===== src/design/glu_pkg.sv =====
package glu_pkg;

  // Field widths fixed by the channel payloads
  localparam int unsigned FieldW  = 16;
  localparam int unsigned ResultW = 32;

  // Request payload
  typedef struct packed {
    logic              mode;
    logic [FieldW-1:0] first_operand;
    logic [FieldW-1:0] second_operand;
  } in_t;

  // Result payload
  typedef struct packed {
    logic [ResultW-1:0] result_value;
    logic               error_flag;
  } out_t;

  // Operation codes carried by the mode field
  localparam logic ModeGcd = 1'b0;
  localparam logic ModeLcm = 1'b1;

  // Controller states
  typedef enum logic [2:0] {
    ST_IDLE,
    ST_GCD,
    ST_DIV,
    ST_MUL,
    ST_FINISH
  } state_e;

  // Controller to datapath commands
  typedef struct packed {
    logic load;
    logic gcd_step;
    logic div_init;
    logic div_step;
    logic mul;
    logic out_load;
  } cmd_t;

  // Datapath to controller status
  typedef struct packed {
    logic err_in;
    logic mode;
    logic gcd_done;
    logic div_done;
  } status_t;

endpackage


===== src/design/glu_ctrl.sv =====
module glu_ctrl (
  input  logic             clk_i,
  input  logic             rst_ni,
  input  logic             in_valid_i,
  output logic             in_ready_o,
  output logic             out_valid_o,
  input  logic             out_ready_i,
  input  glu_pkg::status_t status_i,
  output glu_pkg::cmd_t    cmd_o
);

  glu_pkg::state_e state_q, state_d;
  logic            out_valid_q, out_valid_d;

  // State and output-valid registers
  always_ff @(posedge clk_i or negedge rst_ni) begin
    if (!rst_ni) begin
      state_q     <= glu_pkg::ST_IDLE;
      out_valid_q <= 1'b0;
    end else begin
      state_q     <= state_d;
      out_valid_q <= out_valid_d;
    end
  end

  // Sequence one request: gcd, then divide and multiply for lcm; errors skip to finish
  always_comb begin
    state_d    = state_q;
    cmd_o      = '0;
    in_ready_o = 1'b0;
    case (state_q)
      glu_pkg::ST_IDLE: begin
        in_ready_o = 1'b1;
        if (in_valid_i) begin
          cmd_o.load = 1'b1;
          state_d    = status_i.err_in ? glu_pkg::ST_FINISH : glu_pkg::ST_GCD;
        end
      end
      glu_pkg::ST_GCD: begin
        if (status_i.gcd_done) begin
          if (status_i.mode == glu_pkg::ModeLcm) begin
            cmd_o.div_init = 1'b1;
            state_d        = glu_pkg::ST_DIV;
          end else begin
            state_d = glu_pkg::ST_FINISH;
          end
        end else begin
          cmd_o.gcd_step = 1'b1;
        end
      end
      glu_pkg::ST_DIV: begin
        if (status_i.div_done) begin
          state_d = glu_pkg::ST_MUL;
        end else begin
          cmd_o.div_step = 1'b1;
        end
      end
      glu_pkg::ST_MUL: begin
        cmd_o.mul = 1'b1;
        state_d   = glu_pkg::ST_FINISH;
      end
      glu_pkg::ST_FINISH: begin
        // Wait for the output register to drain
        if (!out_valid_q || out_ready_i) begin
          cmd_o.out_load = 1'b1;
          state_d        = glu_pkg::ST_IDLE;
        end
      end
      default: begin
        state_d = glu_pkg::ST_IDLE;
      end
    endcase
  end

  // Hold the result valid until taken
  always_comb begin
    out_valid_d = out_valid_q;
    if (cmd_o.out_load) begin
      out_valid_d = 1'b1;
    end else if (out_ready_i) begin
      out_valid_d = 1'b0;
    end
  end

  assign out_valid_o = out_valid_q;

endmodule


===== src/design/glu_dp.sv =====
module glu_dp #(
  parameter int unsigned OpW = 16
) (
  input  logic             clk_i,
  input  glu_pkg::in_t     in_data_i,
  input  glu_pkg::cmd_t    cmd_i,
  output glu_pkg::status_t status_o,
  output glu_pkg::out_t    out_data_o
);

  localparam int unsigned CntW = $clog2(OpW + 1);
  localparam int unsigned ProdW = 2 * OpW;

  logic [OpW-1:0] in_x, in_y;
  logic           mode_q;
  logic           err_q;
  logic [OpW-1:0] x_q, y_q;
  logic [OpW-1:0] a_q, a_d, b_q, b_d;
  logic [CntW-1:0] k_q, k_d;
  logic [OpW-1:0] rem_q, rem_d;
  logic [OpW-1:0] quo_q, quo_d;
  logic [CntW-1:0] cnt_q, cnt_d;
  logic [ProdW-1:0] prod_q;
  glu_pkg::out_t  out_q;

  logic [OpW-1:0] gcd_w;
  logic [OpW:0]   trial;
  logic [OpW:0]   diff;

  // Take the operand bits that the width covers
  assign in_x = in_data_i.first_operand[OpW-1:0];
  assign in_y = in_data_i.second_operand[OpW-1:0];

  assign gcd_w = (a_q | b_q) << k_q;

  // Binary gcd step: strip common twos, then halve or subtract odd values
  always_comb begin
    a_d = a_q;
    b_d = b_q;
    k_d = k_q;
    if (cmd_i.load) begin
      a_d = in_x;
      b_d = in_y;
      k_d = '0;
    end else if (cmd_i.gcd_step) begin
      if (!a_q[0] && !b_q[0]) begin
        a_d = a_q >> 1;
        b_d = b_q >> 1;
        k_d = k_q + 1'b1;
      end else if (!a_q[0]) begin
        a_d = a_q >> 1;
      end else if (!b_q[0]) begin
        b_d = b_q >> 1;
      end else if (a_q >= b_q) begin
        a_d = (a_q - b_q) >> 1;
      end else begin
        b_d = (b_q - a_q) >> 1;
      end
    end
  end

  // Restoring division of the first operand by the gcd, one bit a cycle
  assign trial = {rem_q, quo_q[OpW-1]};
  assign diff  = trial - {1'b0, gcd_w};

  always_comb begin
    rem_d = rem_q;
    quo_d = quo_q;
    cnt_d = cnt_q;
    if (cmd_i.div_init) begin
      rem_d = '0;
      quo_d = x_q;
      cnt_d = CntW'(OpW);
    end else if (cmd_i.div_step) begin
      cnt_d = cnt_q - 1'b1;
      if (!diff[OpW]) begin
        rem_d = diff[OpW-1:0];
        quo_d = {quo_q[OpW-2:0], 1'b1};
      end else begin
        rem_d = trial[OpW-1:0];
        quo_d = {quo_q[OpW-2:0], 1'b0};
      end
    end
  end

  // Datapath registers
  always_ff @(posedge clk_i) begin
    if (cmd_i.load) begin
      mode_q <= in_data_i.mode;
      err_q  <= status_o.err_in;
      x_q    <= in_x;
      y_q    <= in_y;
    end
    a_q   <= a_d;
    b_q   <= b_d;
    k_q   <= k_d;
    rem_q <= rem_d;
    quo_q <= quo_d;
    cnt_q <= cnt_d;
    if (cmd_i.mul) begin
      prod_q <= ProdW'(quo_q) * ProdW'(y_q);
    end
  end

  // Output register: error forces a zero value
  always_ff @(posedge clk_i) begin
    if (cmd_i.out_load) begin
      out_q.error_flag <= err_q;
      if (err_q) begin
        out_q.result_value <= '0;
      end else if (mode_q == glu_pkg::ModeLcm) begin
        out_q.result_value <= glu_pkg::ResultW'(prod_q);
      end else begin
        out_q.result_value <= glu_pkg::ResultW'(gcd_w);
      end
    end
  end

  // Status back to the controller
  always_comb begin
    status_o.err_in = (in_data_i.mode == glu_pkg::ModeLcm)
                      ? ((in_x == '0) || (in_y == '0))
                      : ((in_x == '0) && (in_y == '0));
    status_o.mode     = mode_q;
    status_o.gcd_done = (a_q == '0) || (b_q == '0);
    status_o.div_done = (cnt_q == '0);
  end

  assign out_data_o = out_q;

endmodule


===== src/design/gcd_lcm_unit_core.sv =====
// Channel  Direction  Handshake               Payload
// in       input      in_valid_i/in_ready_o   glu_pkg::in_t  (mode, two operands)
// out      output     out_valid_o/out_ready_i glu_pkg::out_t (result, error flag)
//
// One request at a time. Gcd uses the binary method, one shift or subtract per
// cycle; lcm then divides the first operand by the gcd bit-serially and
// multiplies the quotient by the second; operands use min(OPERAND_WIDTH, 16) bits.
// Requests with zero operands that flag an error skip to the finish state.
// Reset clears the controller and the output valid; the datapath needs none.
// A stalled result sits in the output register; the next request is taken
// meanwhile and waits at its end until the register drains.
module gcd_lcm_unit_core #(
  parameter int unsigned OPERAND_WIDTH = 16
) (
  input  logic          clk_i,
  input  logic          rst_ni,
  input  logic          in_valid_i,
  output logic          in_ready_o,
  input  glu_pkg::in_t  in_data_i,
  output logic          out_valid_o,
  input  logic          out_ready_i,
  output glu_pkg::out_t out_data_o
);

  localparam int unsigned OpW =
      (OPERAND_WIDTH < glu_pkg::FieldW) ? OPERAND_WIDTH : glu_pkg::FieldW;

  glu_pkg::cmd_t    cmd;
  glu_pkg::status_t status;

  // Sequence control
  glu_ctrl u_ctrl (
    .clk_i       (clk_i),
    .rst_ni      (rst_ni),
    .in_valid_i  (in_valid_i),
    .in_ready_o  (in_ready_o),
    .out_valid_o (out_valid_o),
    .out_ready_i (out_ready_i),
    .status_i    (status),
    .cmd_o       (cmd)
  );

  // Arithmetic
  glu_dp #(
    .OpW (OpW)
  ) u_dp (
    .clk_i      (clk_i),
    .in_data_i  (in_data_i),
    .cmd_i      (cmd),
    .status_o   (status),
    .out_data_o (out_data_o)
  );

endmodule


===== config.mk =====
export PLATFORM = sky130hd
export DESIGN_NAME = gcd_lcm_unit_core
export DESIGN_NICKNAME = d
export VERILOG_FILES = /design/src/design/glu_pkg.sv /design/src/design/glu_ctrl.sv /design/src/design/glu_dp.sv /design/src/design/gcd_lcm_unit_core.sv
export SDC_FILE = /design/constraint.sdc
export NUM_CORES = 1
export LEC_CHECK = 0
export BUFFER_PORTS_ARGS = -buffer_cell sky130_fd_sc_hd__buf_2
export CELL_PAD_IN_SITES_DETAIL_PLACEMENT = 1
export CELL_PAD_IN_SITES_GLOBAL_PLACEMENT = 1
export CORE_UTILIZATION = 51
export CTS_CLUSTER_SIZE = 24
export DETAILED_ROUTE_END_ITERATION = 16
export PLACE_DENSITY = 0.87
export SYNTH_ARGS = -nofsm -noshare
export SYNTH_HDL_FRONTEND = slang
export SYNTH_SLANG_ARGS = --single-unit

===== constraint.sdc =====
create_clock -name clk_i -period 8.4 [get_ports clk_i]
set_input_delay 1.26 -clock clk_i [delete_from_list [all_inputs] [get_ports clk_i]]
set_output_delay 1.26 -clock clk_i [all_outputs]
set_load 0.005 [all_outputs]

==> flow_metrics.env <==
export IMPL_status="finished, final reports clean"
export IMPL_rows=70
export IMPL_max_stage_delay_ns=0.77
export IMPL_synth_top_area_frac=0.233
export IMPL_ys_seq_elements=177
export IMPL_start_util=0.519
export IMPL_fmax_ghz=0.150
export IMPL_grt_max_degree=43
export IMPL_wire_per_inst_um=23.8
export IMPL_crit_type="register to register"
export IMPL_fin_worst_skew_ns=0.0141
export IMPL_syn_num_nets=2379
export IMPL_dp_hpwl_um=45500
export IMPL_core_sq_um=36600
export IMPL_synth_area_sq_um=19000
export IMPL_hold_violations=0
export IMPL_cp_max_fo=17
export IMPL_drv_slew=0
export IMPL_layout_drive_gt1_share=0.0845
export IMPL_clk_latency_ns=0.47
export IMPL_fin_crit_sh=0.794
export IMPL_drv_cap=0
export IMPL_vias_per_cell=6.13
export IMPL_cp_end_kind="register"
export IMPL_async_flop_share=0.0226
export IMPL_finalCriticalPeriod_ns=6.67
export IMPL_startpoint_type="register"
export IMPL_nets=2391
export IMPL_cts_setup_buffers=0
export IMPL_setup_violations=0
export IMPL_synth_xor_area_frac=0.0351
export IMPL_critPathSlowestCell="edfxtp_1"
export IMPL_drt_total_wl_um=58700
export IMPL_grt_pass1_vias=16400
export IMPL_synthTopCellsByArea="edfxtp_1 (23%), fa_1 (21%), ha_1 (11%)"
export IMPL_drc=0
export IMPL_diodes=0
export IMPL_cp_required_ns=8.60
export IMPL_crit_path_frequent_cell="fa_1"
export IMPL_die_area_sq_um=38000
export IMPL_cp_top_family="adder cells"
export IMPL_cts_hold_fix_buffers=0
export IMPL_relSlewSlack=0.212
export IMPL_crit_buf_inv=3
export IMPL_io_buffers=71
export IMPL_gp_congestion=0.920
export IMPL_areaGrowthSynthToFinish_pct=6.47
export IMPL_drt_iter0_drc=1190
export IMPL_cts_root_buf="clkbuf_16"
export IMPL_worst_endpoint_arrival_ns=6.87
export IMPL_synth_top_flop_cell="edfxtp_1"
export IMPL_yosys_area_share_adder=0.319
export IMPL_antenna_found_initial=0
export IMPL_vias=15100
export IMPL_yosysUniqueCellTypes=73
export IMPL_globalRouteOverflowTotal=0
export IMPL_worstMarginPinSlew_ns=1.18
export IMPL_final_antenna_net_count=0
export IMPL_fp_dieH_um=195
export IMPL_synthMuxAreaShare=0.0375
export IMPL_path_cells="nand2_1 > fa_1 > fa_1 > fa_1 > fa_1 > inv_1 > fa_1 > inv_1 > fa_1 > inv_1 > ha_1 > a21oi_4 > o21ai_0 > a211oi_1 > o31ai_1 > a31oi_1 > o21ai_0 > xor2_1"
export IMPL_clock_path_buffers=2
export IMPL_tns_ns=0
export IMPL_cts_buffers_inserted=17
export IMPL_ioPinCount=72
export IMPL_yosysWarnings=0
export IMPL_grt_setup_unrepaired="no"
export IMPL_synth_area_per_cell_sq_um=9.61
export IMPL_synth_edff_count=147
export IMPL_syn_inst=1976
export IMPL_grt_usage=0.317
export IMPL_cts_resized=0
export IMPL_synth_compound_area_frac=0.109
export IMPL_grt_pass1_wl_um=92000
export IMPL_ys_seq_area_frac=0.265
export IMPL_fp_dieW_um=195
export IMPL_clock_sinks=177
export IMPL_clk_pin_slew_ns=0.08
export IMPL_first_pass_iters=5
export IMPL_hp_class="register to register"
export IMPL_synth_top_area_cell="edfxtp_1"
export IMPL_yosys_area_share_simple=0.160
export IMPL_synth_top_family_by_area="adder cells"
export IMPL_h_tree_depth=4
export IMPL_cts_tree="yes"
==> routing by layer <==
| metal | track usage | wire length [um] | vias to the layer above |
|---|---|---|---|
| met2 | 0.538 | 29000 | 648 |
| met1 | 0.396 | 23300 | 7686 |
| met4 | 0.149 | 2660 | 0 |
| met3 | 0.0482 | 3680 | 186 |
| met5 | 0 | 0 | - |
| li1 | - | - | 6609 |
==> worst register-to-register path: stages, from the launching register on <==
cell,delay (ns)
edfxtp_1,0.77
nand2_1,0.18
fa_1,0.56
fa_1,0.58
fa_1,0.47
fa_1,0.58
inv_1,0.05
fa_1,0.47
inv_1,0.05
fa_1,0.47
inv_1,0.04
ha_1,0.37
a21oi_4,0.21
o21ai_0,0.13
a211oi_1,0.26
o31ai_1,0.16
a31oi_1,0.61
o21ai_0,0.25
xor2_1,0.18
==> logic make-up (layout without fill, tap and decap cells) <==
| kind of cell | count (synthesis) | after routing |
|---|---|---|
| mux | 57 | 57 |
| xor+xnor | 74 | 74 |
| flops | 177 | 177 |
| buf+inv | 367 | 392 |
| compound gates | 324 | 324 |
| fa+ha+maj | 366 | 366 |
| simple gates | 611 | 611 |
==> final timing paths <==
path | to | startpoint | slack (ns) | depth (start not counted)
max | u_dp.prod_q[24]$_DFFE_PP_ | u_dp.quo_q[10]$_DFFE_PP_ | 1.73 | 18
min | u_dp.cnt_q[4]$_SDFFE_PP1P_ | u_dp.cnt_q[4]$_SDFFE_PP1P_ | 0.48 | 2
max reg2reg | u_dp.prod_q[24]$_DFFE_PP_ | u_dp.quo_q[10]$_DFFE_PP_ | 1.73 | 18
min reg2reg | u_dp.cnt_q[4]$_SDFFE_PP1P_ | u_dp.cnt_q[4]$_SDFFE_PP1P_ | 0.48 | 2
max in group asynchronous | u_ctrl.out_valid_o$_DFFE_PN0P_ | rst_ni | 7.69 | 1
min in group asynchronous | u_ctrl.state_q[2]$_DFFE_PN0P_ | rst_ni | 0.59 | 1
==> layout by cell type, fill, tap and decap left out, types with 51 or more instances in the layout <==
| cell | count |
|---|---|
| nor2_1 | 98 |
| fa_1 | 197 |
| o21ai_0 | 61 |
| xnor2_1 | 51 |
| a21oi_1 | 113 |
| buf_2 | 71 |
| and2_1 | 146 |
| edfxtp_1 | 147 |
| inv_1 | 280 |
| ha_1 | 169 |
| nand2_1 | 195 |
==> cell usage after synthesis, drive strengths merged, types with 13 or more instances <==
library cell and number:
a211oi 13, a21o 21, a21oi 116, and2 147, and3 15, buf 20, clkbuf 66, dfxtp 26
edfxtp 147, fa 197, ha 169, inv 281, mux2 23, mux2i 25, nand2 195, nand2b 17
nand3 34, nor2 100, nor2b 13, nor3 26, nor4 23, o21ai 69, o21bai 16, xnor2 52
xor2 22
==> layout make-up <==
type / instances / area (sq um)
sequential: 177 / 5030
multi-input combinational: 1432 / 12600
tap: 468 / 586
inverter: 281 / 1050
fill: 4142 / 16400
timing repair buffer: 79 / 415
clock buffer: 17 / 425
clock inverter: 15 / 141
==> registers in the layout, indices dropped and copies added (netlist names) <==
| name | flops |
|---|---|
| u_dp.a_q | 16 |
| u_dp.quo_q | 16 |
| u_dp.cnt_q | 5 |
| u_dp.k_q | 5 |
| u_ctrl.out_valid_o | 1 |
| u_dp.b_q | 16 |
| u_dp.out_data_o | 33 |
| u_ctrl.state_q | 3 |
| u_dp.x_q | 16 |
| u_dp.mode_q | 1 |
| u_dp.rem_q | 16 |
| u_dp.y_q | 16 |
| u_dp.prod_q | 32 |
| u_dp.err_q | 1 |
==> stage by stage <==
| stage | std cells | worst slack (ns) | util | area (sq um) | hold slack [ns] |
|---|---|---|---|---|---|
| after CTS | 2469 | 1.77 | 0.552 | 20200 | 0.490 |
| final | 2469 | 1.73 | 0.552 | 20200 | 0.483 |
| after detailed placement | 2437 | 1.81 | 0.537 | 19600 | 0.478 |
| after global routing | 2469 | 1.49 | 0.552 | 20200 | 0.506 |
| after global placement | 2437 | 2.08 | 0.537 | 19600 | 0.462 |
| after floorplan | 1976 | 2.48 | - | 19000 | 0.424 |
Power is not shown: default switching activity piles up to over one toggle a cycle in this logic, so the estimate is an artifact.
